## config.mk

```make
export PLATFORM = sky130hd
export DESIGN_NAME = buffer_pool_frame_manager
export DESIGN_NICKNAME = d
export VERILOG_FILES = /design/src/design/bpfm_pkg.sv /design/src/design/buffer_pool_frame_manager.sv
export SDC_FILE = /design/constraint.sdc
export NUM_CORES = 2
export LEC_CHECK = 0
export ABC_AREA = 1
export BUFFER_PORTS_ARGS = -buffer_cell sky130_fd_sc_hd__buf_4
export CORE_UTILIZATION = 52
export DETAILED_ROUTE_END_ITERATION = 10
export PLACE_DENSITY = 0.75
export SYNTH_ARGS = -nofsm -noshare
export SYNTH_HDL_FRONTEND = slang
export SYNTH_SLANG_ARGS = --single-unit
export TNS_END_PERCENT = 50
```

## constraint.sdc

```tcl
create_clock -name i_clk -period 11.1 [get_ports i_clk]
set_input_delay 1.11 -clock i_clk [delete_from_list [all_inputs] [get_ports i_clk]]
set_output_delay 1.11 -clock i_clk [all_outputs]
set_load 0.01 [all_outputs]
```

## src/design/bpfm_pkg.sv

```systemverilog
// ----------------------------------------------------------------------------
// bpfm_pkg
// shared types and constants of the buffer pool frame manager
// ----------------------------------------------------------------------------
`default_nettype none

package bpfm_pkg;

    localparam int FRAMES   = 16;
    localparam int PIN_BITS = 8;
    localparam int FW       = $clog2(FRAMES);
    localparam int PAGE_W   = 32;

    localparam logic [PIN_BITS-1:0] PIN_MAX = {PIN_BITS{1'b1}};

    // commands
    localparam logic [1:0] CMD_PIN   = 2'd0;
    localparam logic [1:0] CMD_UNPIN = 2'd1;
    localparam logic [1:0] CMD_FLUSH = 2'd2;
    localparam logic [1:0] CMD_RSVD  = 2'd3;

    // status codes
    localparam logic [2:0] ST_OK       = 3'd0;
    localparam logic [2:0] ST_NO_FRAME = 3'd1;
    localparam logic [2:0] ST_NOT_RES  = 3'd2;
    localparam logic [2:0] ST_PIN_ZERO = 3'd3;
    localparam logic [2:0] ST_PIN_LIM  = 3'd4;

    typedef enum logic [2:0] {
        S_IDLE,
        S_EXEC,
        S_FLUSH_RD,
        S_FLUSH_WB,
        S_OUT
    } t_state;

    typedef struct packed {
        logic [2:0]        status;
        logic [3:0]        frame;
        logic              hit;
        logic              load_needed;
        logic              writeback_needed;
        logic [PAGE_W-1:0] writeback_page;
        logic              last;
    } t_result;

endpackage

`default_nettype wire

```

## src/design/buffer_pool_frame_manager.sv

```systemverilog
// ----------------------------------------------------------------------------
// buffer_pool_frame_manager
// page frame pool with lru replacement, pin counts and dirty flush
// ----------------------------------------------------------------------------
// Page ids live in a synchronous memory with a registered read port, with a
// register copy for the parallel match; valid, pin count, dirty and the
// recency order are flip-flops. A hit pin or an unpin goes from accept to
// result through a registered match over the frames, then one update; a miss
// pin adds a state that reads the evicted page back from the memory. The
// result sits in an output register and the next beat is taken when it
// leaves. A flush walks the frames one per cycle, pausing at each dirty frame
// while its result is sent, and reads each dirty page from the memory, with
// one result per dirty frame and a closing result.
// No clearing pass is needed after reset.
`default_nettype none

module buffer_pool_frame_manager
    import bpfm_pkg::*;
(
    input  wire logic        i_clk,
    input  wire logic        i_rst_n,
    // s_axis_tdata: cmd[1:0], page_id[33:2], set_dirty[34], zero pad to 40
    input  wire logic        s_axis_tvalid,
    output logic             s_axis_tready,
    input  wire logic [39:0] s_axis_tdata,
    // m_axis_tdata: status[2:0], frame[6:3], hit[7], load_needed[8],
    // writeback_needed[9], writeback_page[41:10], zero pad to 48
    output logic             m_axis_tvalid,
    input  wire logic        m_axis_tready,
    output logic [47:0]      m_axis_tdata,
    output logic             m_axis_tlast
);

    t_state r_state, n_state;

    logic [PAGE_W-1:0]   mem_page [FRAMES];
    logic [PAGE_W-1:0]   r_rd_page;
    logic [FRAMES-1:0]   r_valid, r_dirty;
    logic [PIN_BITS-1:0] r_pin [FRAMES];
    logic [FW-1:0]       r_order [FRAMES];

    logic [1:0]          r_cmd;
    logic [PAGE_W-1:0]   r_page;
    logic                r_sdirty;
    logic [FRAMES-1:0]   r_match;
    logic [FW-1:0]       r_idx;
    t_result             r_res, n_res;
    logic                r_done;

    logic                in_beat, out_beat;

    assign in_beat  = s_axis_tvalid && s_axis_tready;
    assign out_beat = m_axis_tvalid && m_axis_tready;
    assign s_axis_tready = (r_state == S_IDLE) && i_rst_n;
    assign m_axis_tvalid = (r_state == S_OUT);
    assign m_axis_tdata  = {6'd0, r_res.writeback_page, r_res.writeback_needed,
                            r_res.load_needed, r_res.hit, r_res.frame, r_res.status};
    assign m_axis_tlast  = r_res.last;

    // page id memory
    logic              mem_we;
    logic [FW-1:0]     mem_wa, mem_ra;
    always_ff @(posedge i_clk) begin
        if (mem_we) begin
            mem_page[mem_wa] <= r_page;
        end
        r_rd_page <= mem_page[mem_ra];
    end

    // registered match of the incoming page against every frame
    logic [FRAMES-1:0] n_match;
    logic [PAGE_W-1:0] shadow [FRAMES];
    // page shadow for match; same content as the memory, per frame compare
    always_ff @(posedge i_clk) begin
        if (mem_we) begin
            shadow[mem_wa] <= r_page;
        end
    end
    always_comb begin
        for (int i = 0; i < FRAMES; i++) begin
            n_match[i] = r_valid[i] && (shadow[i] == s_axis_tdata[33:2]);
        end
    end

    // hit frame and victim selection
    logic          hit_any, vic_any;
    logic [FW-1:0] hit_f, vic_f;
    always_comb begin
        hit_any = 1'b0;
        hit_f   = '0;
        for (int i = FRAMES - 1; i >= 0; i--) begin
            if (r_match[i]) begin
                hit_any = 1'b1;
                hit_f   = FW'(i);
            end
        end
        vic_any = 1'b0;
        vic_f   = '0;
        for (int i = FRAMES - 1; i >= 0; i--) begin
            if (r_pin[r_order[i]] == '0) begin
                vic_any = 1'b1;
                vic_f   = r_order[i];
            end
        end
    end

    // recency move of one frame to the most recent slot
    logic          touch_en;
    logic [FW-1:0] touch_f;
    logic [FW-1:0] n_order [FRAMES];
    always_comb begin
        logic seen;
        seen = 1'b0;
        for (int i = 0; i < FRAMES; i++) begin
            if (r_order[i] == touch_f) begin
                seen = 1'b1;
            end
            if (i == FRAMES - 1) begin
                n_order[i] = touch_f;
            end else begin
                n_order[i] = seen ? r_order[i+1] : r_order[i];
            end
        end
    end

    // next state and results
    logic pin_inc, pin_dec, set_d, clr_d, load_en;
    logic [FW-1:0] upd_f;
    always_comb begin
        n_state  = r_state;
        n_res    = r_res;
        mem_we   = 1'b0;
        mem_wa   = vic_f;
        mem_ra   = r_idx;
        touch_en = 1'b0;
        touch_f  = hit_f;
        pin_inc  = 1'b0;
        pin_dec  = 1'b0;
        set_d    = 1'b0;
        clr_d    = 1'b0;
        load_en  = 1'b0;
        upd_f    = hit_f;
        unique case (r_state)
            S_IDLE: begin
                if (in_beat) begin
                    n_state = S_EXEC;
                end
            end
            S_EXEC: begin
                n_res   = '0;
                n_res.last = 1'b1;
                n_state = S_OUT;
                case (r_cmd)
                    CMD_PIN: begin
                        if (hit_any) begin
                            n_res.hit   = 1'b1;
                            n_res.frame = 4'(hit_f);
                            if (r_pin[hit_f] == PIN_MAX) begin
                                n_res.status = ST_PIN_LIM;
                            end else begin
                                pin_inc  = 1'b1;
                                touch_en = 1'b1;
                            end
                        end else if (vic_any) begin
                            n_res.frame       = 4'(vic_f);
                            n_res.load_needed = 1'b1;
                            n_res.writeback_needed = r_valid[vic_f] && r_dirty[vic_f];
                            mem_ra   = vic_f;
                            mem_we   = 1'b1;
                            load_en  = 1'b1;
                            upd_f    = vic_f;
                            touch_f  = vic_f;
                            touch_en = 1'b1;
                            n_state  = S_FLUSH_WB;
                        end else begin
                            n_res.status = ST_NO_FRAME;
                        end
                    end
                    CMD_UNPIN: begin
                        if (!hit_any) begin
                            n_res.status = ST_NOT_RES;
                        end else begin
                            n_res.frame = 4'(hit_f);
                            if (r_pin[hit_f] == '0) begin
                                n_res.status = ST_PIN_ZERO;
                            end else begin
                                pin_dec = 1'b1;
                                set_d   = r_sdirty;
                            end
                        end
                    end
                    CMD_FLUSH: begin
                        n_state = S_FLUSH_RD;
                    end
                    default: ;
                endcase
            end
            S_FLUSH_RD: begin
                // walk frames, read page of a dirty one
                upd_f = r_idx;
                if (r_done) begin
                    n_res      = '0;
                    n_res.last = 1'b1;
                    n_state    = S_OUT;
                end else if (r_valid[r_idx] && r_dirty[r_idx]) begin
                    clr_d   = 1'b1;
                    n_res   = '0;
                    n_res.frame = 4'(r_idx);
                    n_res.writeback_needed = 1'b1;
                    n_state = S_FLUSH_WB;
                end
            end
            S_FLUSH_WB: begin
                // page read back from memory lands here
                if (n_res.writeback_needed) begin
                    n_res.writeback_page = r_rd_page;
                end
                n_state = S_OUT;
            end
            S_OUT: begin
                if (out_beat) begin
                    n_state = (r_cmd == CMD_FLUSH && !r_res.last) ? S_FLUSH_RD : S_IDLE;
                end
            end
            default: n_state = S_IDLE;
        endcase
    end

    // state and frame table registers
    always_ff @(posedge i_clk) begin
        if (!i_rst_n) begin
            r_state <= S_IDLE;
            r_valid <= '0;
            r_dirty <= '0;
            r_idx   <= '0;
            r_done  <= 1'b0;
            for (int i = 0; i < FRAMES; i++) begin
                r_pin[i]   <= '0;
                r_order[i] <= FW'(i);
            end
        end else begin
            r_state <= n_state;
            if (pin_inc) r_pin[upd_f] <= r_pin[upd_f] + 1'b1;
            if (pin_dec) r_pin[upd_f] <= r_pin[upd_f] - 1'b1;
            if (set_d)   r_dirty[upd_f] <= 1'b1;
            if (clr_d)   r_dirty[upd_f] <= 1'b0;
            if (load_en) begin
                r_valid[upd_f] <= 1'b1;
                r_pin[upd_f]   <= PIN_BITS'(1);
                r_dirty[upd_f] <= 1'b0;
            end
            if (touch_en) begin
                r_order <= n_order;
            end
            // flush frame walk
            if (in_beat) begin
                r_idx  <= '0;
                r_done <= 1'b0;
            end else if (r_state == S_FLUSH_RD && !r_done) begin
                if (r_idx == FW'(FRAMES - 1)) begin
                    r_done <= 1'b1;
                end else begin
                    r_idx <= r_idx + 1'b1;
                end
            end
        end
    end

    // beat capture and result register
    always_ff @(posedge i_clk) begin
        if (in_beat) begin
            r_cmd    <= s_axis_tdata[1:0];
            r_page   <= s_axis_tdata[33:2];
            r_sdirty <= s_axis_tdata[34];
            r_match  <= n_match;
        end
        r_res <= n_res;
    end

endmodule

`default_nettype wire

```

**Yosys cells after proc, flatten, opt, wreduce, memory -nomap -nowiden**

Memories as Yosys holds them, arrays and structs flattened. A register that Yosys moved wholly into a read port is not among the register bits.
Cells that the tools add are included.

- Muxes and demuxes: 200
- Reduce and logical (&&, ||, !) cells: 69
- Bitwise gates (word level): 9
- $add $sub $neg: 3
- Magnitude comparators: 4
- Equal/unequal tests: 43

Operators with widths:

| cell | number |
|---|---|
| 32-bit == test | 16 |
| 4-bit two-way mux | 75 |
| 8-bit logical NOT | 17 |
| 32-bit case mux with 3 select lines | 1 |
| 1-bit two-way mux | 88 |
| 43-bit two-way mux | 2 |
| 16-bit two-way mux | 5 |
| 4-bit == test | 15 |
| 2-bit AND reduction | 18 |
| 16-bit bitwise AND | 2 |
| 32-bit two-way mux | 1 |
| 16-bit bitwise OR | 2 |
| 1-bit logical AND | 24 |
| 3-bit two-way mux | 8 |
| 8-bit two-way mux | 3 |
| 10-bit case mux with 2 select lines | 1 |
| 1-bit binary-select mux with 4-bit select | 4 |
| 16-bit NOT | 1 |
| 4-bit by 5-bit < comparator with 1-bit output (second input constant) | 3 |
| 3-bit case mux with 5 select lines | 1 |
| 7-bit case mux with 2 select lines | 1 |
| 2-bit two-way mux | 5 |
| 8-bit by 1-bit adder with 8-bit output (second input constant) | 1 |
| 8-bit == test (second input constant) | 1 |
| other kinds (27) | 33 |

- Output and inout bits: 51
- Register bits: 198
- Input port bits: 44
- Memories kept: 3
- RAM bits: 1152

Memory list:

| memory | depth | bits a word | read ports | clocked after memory_dff | write ports | line | text |
|---|---|---|---|---|---|---|---|
| mem_page | 16 | 32 | 1 | 1 | 1 | buffer_pool_frame_manager.sv:36 | `logic [PAGE_W-1:0] mem_page [FRAMES];` |
| shadow | 16 | 32 | 16 | 0 | 1 | buffer_pool_frame_manager.sv:72 | `logic [PAGE_W-1:0] shadow [FRAMES];` |
| r_pin | 16 | 8 | 18 | 16 | 16 | buffer_pool_frame_manager.sv:39 | `logic [PIN_BITS-1:0] r_pin [FRAMES];` |

**Logic depth before layout (Yosys ltp)**

- Word-level depth: 40
- Depth in mapped cells: 53
- Mapped depth without buffers: 50

**Worst setup path before layout**

No wires, ideal clock.

- Path kind: register to register
- Start point: mem r_pin[14][6]
- End point: mem r_pin[0][6] (data pin)
- Clock period less this slack: 5.384 ns
- Stages on the path, launching flop included: 48
- Setup time: 0.266 ns
- Buffers on the path: 4
- Slack: 5.716 ns
- Data arrival time: 5.118 ns
- Data required time: 10.834 ns
- Path through: edfxtp_1 nor2_2 nand2_2 nor2_4 inv_2 buf_6 o21ai_2 a21oi_1 a211o_1 nand2_2 inv_2 o21ai_0 inv_1 nand2_1 nand2_1 nand2_1 nand2_1 nand2_1 (+12 left out) buf_6 clkbuf_1 nor2_1 a21oi_1 o221ai_1 a221oi_1 ha_1 a21oi_1 inv_1 a31oi_1 nor2_1 nor2_1 nor2_1 nor2_1 xor2_1 nand2_1 clkbuf_1 nor2_1

RTL lines:

| what | line |
|---|---|
| start: declaration | buffer_pool_frame_manager.sv:39 |

==> out/qor_table.md <==
| Metric | Value | Unit |
| --- | --- | --- |
| Status | complete, but fails checks | - |
| Violations in the final reports | max-capacitance violations, max-slew violations | - |
| Yosys reg bits | 934 | - |
| Post-synthesis xor/xnor area fraction | 2.854 | % |
| Hpwl dp | 157500 | µm |
| Clock tree from TritonCTS | built | - |
| Clk sinks | 934 | - |
| Area fraction in and, or, nand and nor cells after synthesis | 17.70 | % |
| Startpoint-to-endpoint class of the critical path | reg -> reg | - |
| Maximum clock frequency | 127.7 | MHz |
| Switching power of the nets | 3.782 | mW |
| Worst slew margin | -0.5510 | % |
| Share of the synthesized area in compound gates (AO/OA/AOI/OAI) | 18.01 | % |
| Final total negative setup slack | 0 | ns |
| Initial antenna violation count | 21 | - |
| Fill cell total of the finished layout | 8104 | - |
| Setup repair after global routing missed its margin | false | - |
| Via total after detailed routing | 44210 | - |
| Max Buffers Root-to-Sink | 3 | - |
| Max-cap viol count | 1 | - |
| Synth Cell Area | 48790 | µm² |
| Antenna-violating nets left | 0 | - |
| Max Slew Vio Count | 1 | - |
| Post-synthesis share of cell area spent on full adders, half adders and majority gates | 0.2205 | % |
| Vias in the first global route | 40220 | - |
| Share of synthesized area occupied by flip-flops and latches | 53.38 | % |
| Number of buffers inserted during clock tree synthesis | 99 | - |
| Vertical die dimension | 308.3 | µm |
| Worst-path fanout max | 36 | - |
| Kind of start point of the critical path | flip-flop | - |
| Count of unresolved DRC violations after routing | 0 | - |
| Number of buffer cells added on primary ports | 83 | - |
| Clock-pin slew of the registers on the worst-case setup and hold paths | 0.06 | ns |
| Endpoints failing setup | 0 | - |
| Data arrival time at the worst-slack endpoint | 8.27 | ns |
| Path type of the worst min-delay path | reg -> reg | - |
| Post-synth EDFFs | 734 | - |
| Most instantiated flip-flop cell in the synthesis netlist | sky130_fd_sc_hd__edfxtp_1 | - |
| Most frequent CP cell | sky130_fd_sc_hd__nand2_1 | - |
| Post-synthesis async set-or-reset flop share | 0 | % |
| Drt initial violations | 6895 | - |
| Clock skew | 0.03540 | ns |
| Maximum number of pins on one net before global-route repair | 203 | - |
| Row cnt | 111 | - |
| Fraction of post-synthesis cell area in the top cell type by area | 45.17 | % |
| Final Hold Vio Count | 0 | - |
| Top-level port count | 95 | - |
| CP Data Required Time | 11.54 | ns |
| Largest voltage drop on the vdd net | 0.2155 | mV |
| Sequential share of power | 39.8 | % |
| Warnings, synthesis | 0 | - |
| Routability-driven placement congestion ratio | 1.047 | - |
| Clock network power share | 34.9 | % |
| Post-CTS setup buffers | 0 | - |
| Number of instances in the synthesized netlist | 5364 | - |
| Count of TritonRoute iterations in the first routing pass | 9 | - |
| Total cell area at the placement stage | 50410 | µm² |
| Power after layout | 10.57 | mW |
| Hold slack final | 0.4823 | ns |
| Dominant combinational cell family by area after synthesis | compound AO/OA/AOI/OAI gates | - |
| Non-Filler Cell Area, Final | 54050 | µm² |
| Worst slew pin tran | 1.485 | ns |
| Die area | 95060 | µm² |
| Share of post-route cells with drive strength above 1 | 9.906 | % |
| PostCTS Resize Cnt | 0 | - |
| H-Tree Depth | 3 | - |
| Number of vias per cell | 6.621 | - |
| Starting density of the core | 52.83 | % |
| Number of buffers inserted by hold repair at cts | 0 | - |
| Overall routing resource usage | 47.06 | % |
| Period utilization | 70.55 | % |
| Combinational power share | 25.3 | % |
| Clock Latency Late Sink | 0.73 | ns |
| PwrDens | 195.6 | nW/µm² |
| Placeable core area | 92360 | µm² |
| Number of unique standard cell types used by synthesis | 77 | - |
| Multiplexer fraction of the synthesized cell area | 0.3898 | % |
| Switching portion of total power | 35.78 | % |
| Largest cells by area after synthesis | sky130_fd_sc_hd__edfxtp_1 45%, sky130_fd_sc_hd__dfxtp_1 8.2%, sky130_fd_sc_hd__nand2_1 7.3%, sky130_fd_sc_hd__inv_1 4.3%, sky130_fd_sc_hd__o21ai_0 3.8% | - |
| Root buffer cell | sky130_fd_sc_hd__clkbuf_16 | - |
| Mapped Avg Cell Area | 9.096 | µm² |
| First-pass GRT wire length | 308600 | µm |
| Total number of nets in the final design | 5389 | - |
| Leakage | 20.60 | nW |
| Time the worst path needs with I/O delays and setup | 7.831 | ns |
| Die span in x | 308.3 | µm |
| Growth of design area from synthesis to finish | 10.78 | % |
| Routed wire length per instance | 33.80 | µm |
| Final WL | 225700 | µm |
| Cell accounting for the most synthesized area | sky130_fd_sc_hd__edfxtp_1 | - |
| Critical path's slowest cell | sky130_fd_sc_hd__nand2_2 | - |
| Total congestion overflow | 0 | - |
| Internal power summed over all cells | 6.789 | mW |
| Largest incremental delay on the critical path | 0.72 | ns |
| Critical path capture point type | flip-flop | - |
## synth_stat cells (16+ instances only)
library cell / count
sky130_fd_sc_hd__buf_4: 16
sky130_fd_sc_hd__o21ai_0: 373
sky130_fd_sc_hd__buf_2: 26
sky130_fd_sc_hd__inv_1: 560
sky130_fd_sc_hd__inv_2: 39
sky130_fd_sc_hd__or2_2: 33
sky130_fd_sc_hd__nor4_1: 71
sky130_fd_sc_hd__o22ai_1: 239
sky130_fd_sc_hd__buf_6: 16
sky130_fd_sc_hd__xnor2_1: 63
sky130_fd_sc_hd__o311ai_0: 29
sky130_fd_sc_hd__mux2i_1: 19
sky130_fd_sc_hd__nand4_1: 41
sky130_fd_sc_hd__buf_1: 27
sky130_fd_sc_hd__a21oi_1: 275
sky130_fd_sc_hd__nand2_2: 37
sky130_fd_sc_hd__o211ai_1: 172
sky130_fd_sc_hd__nor2_1: 448
sky130_fd_sc_hd__o311ai_1: 32
sky130_fd_sc_hd__a22o_1: 18
sky130_fd_sc_hd__nor2_4: 26
sky130_fd_sc_hd__nand3_1: 258
sky130_fd_sc_hd__dfxtp_1: 200
sky130_fd_sc_hd__a211oi_1: 52
sky130_fd_sc_hd__o21ai_1: 48
sky130_fd_sc_hd__clkbuf_1: 201
sky130_fd_sc_hd__nand2_1: 946
sky130_fd_sc_hd__xor2_1: 96
sky130_fd_sc_hd__edfxtp_1: 734
sky130_fd_sc_hd__a221oi_1: 72
## flip-flops by register name (all words and copies together), names as in the netlist, named ones only
register and flops:
shadow 224, mem_page 288, r_sdirty 1, r_pin 128, r_page 32, m_axis_tdata 42, r_dirty 16, r_valid 16
r_state 3, m_axis_tlast 1, r_idx 4, r_order 64, r_done 1, r_match 16, r_rd_page 32, r_cmd 2
## cells in the final DEF, fill, tap and decap left out, types with 172 or more instances in the layout
cell and n:
sky130_fd_sc_hd__nand2_1 945, sky130_fd_sc_hd__edfxtp_1 734, sky130_fd_sc_hd__inv_1 560, sky130_fd_sc_hd__nor2_1 432, sky130_fd_sc_hd__o21ai_0 371, sky130_fd_sc_hd__a21oi_1 274, sky130_fd_sc_hd__nand3_1 258, sky130_fd_sc_hd__o22ai_1 239
sky130_fd_sc_hd__dfxtp_1 199, sky130_fd_sc_hd__o211ai_1 172
## worst paths after layout
| kind | start | to | slack, ns | cells past startpoint |
|---|---|---|---|---|
| worst min register to register | r_dirty[15] | r_dirty[15] | 0.48 | 2 |
| worst max register to register | r_pin[3][2] | r_pin[11][6] | 3.27 | 46 |
| worst min-delay path | r_dirty[15] | r_dirty[15] | 0.48 | 2 |
| worst max-delay path | r_pin[3][2] | r_pin[11][6] | 3.27 | 46 |
## layer usage
metal | track usage [%] | wire, µm | share of wire (%) | up-vias
met4 | 42.39 | 25110 | 11 | 14
li1 | - | - | - | 18950
met3 | 11.34 | 25930 | 11 | 868
met5 | 0 | 84 | 0.037 | -
met2 | 70.61 | 97040 | 43 | 3319
met1 | 56.19 | 77550 | 34 | 21060
## power by group through the flow
stage	combinational, mW	sequential [mW]	clock [mW]
3_5_place_dp	2.59	4.27	0
4_1_cts	2.60	4.19	3.68
3_3_place_gp	2.57	4.26	0
2_1_floorplan	1.65	4.18	0
6_report	2.67	4.21	3.69
5_1_grt	2.82	4.21	3.80
## per-stage QoR
stage                     setup WS (ns)  cells  utilization [%]
final                             3.269   6678            58.52
after floorplan                   5.716   5369                -
after CTS                         3.439   6662            58.45
after global routing              2.811   6668            58.50
after global placement            3.513   6477            54.58
after detailed placement          3.461   6477            54.58
## area by class of cell
| cell class | count | area (µm²) | share of cell area, % |
|---|---|---|---|
| Inverter | 611 | 2302 | 4.259 |
| Clock inverter | 60 | 887.1 | 1.641 |
| Sequential cell | 934 | 26050 | 48.19 |
| Multi-Input combinational cell | 3534 | 19330 | 35.76 |
| Tap cell | 1243 | 1555 | 2.877 |
| Clock buffer | 125 | 2686 | 4.970 |
| Antenna cell | 14 | 35.03 | 0.06481 |
| Timing Repair Buffer | 157 | 1210 | 2.238 |
## logic make-up (layout without fill, tap and decap cells)
group | after synthesis | count (layout)
DFF | 934 | 934
buffers and inverters | 901 | 953
muxes | 19 | 19
other | 1 | 20
AOI/OAI and AO/OA | 1400 | 1400
xor gates and xnor gates | 159 | 159
adders and majority gates | 8 | 8
and+or+nand+nor | 1942 | 1942
## worst max-delay path: cells and delay by family, from the launching register on
kind	cells	cell delay [ns]
adders and majority gates	1	0.39
xor gates and xnor gates	1	0.07
buffers and inverters	2	0.35
AOI/OAI and AO/OA	7	1.42
and+or+nand+nor	35	4.85
DFF	1	0.43
(Power assumes the default switching activity.)
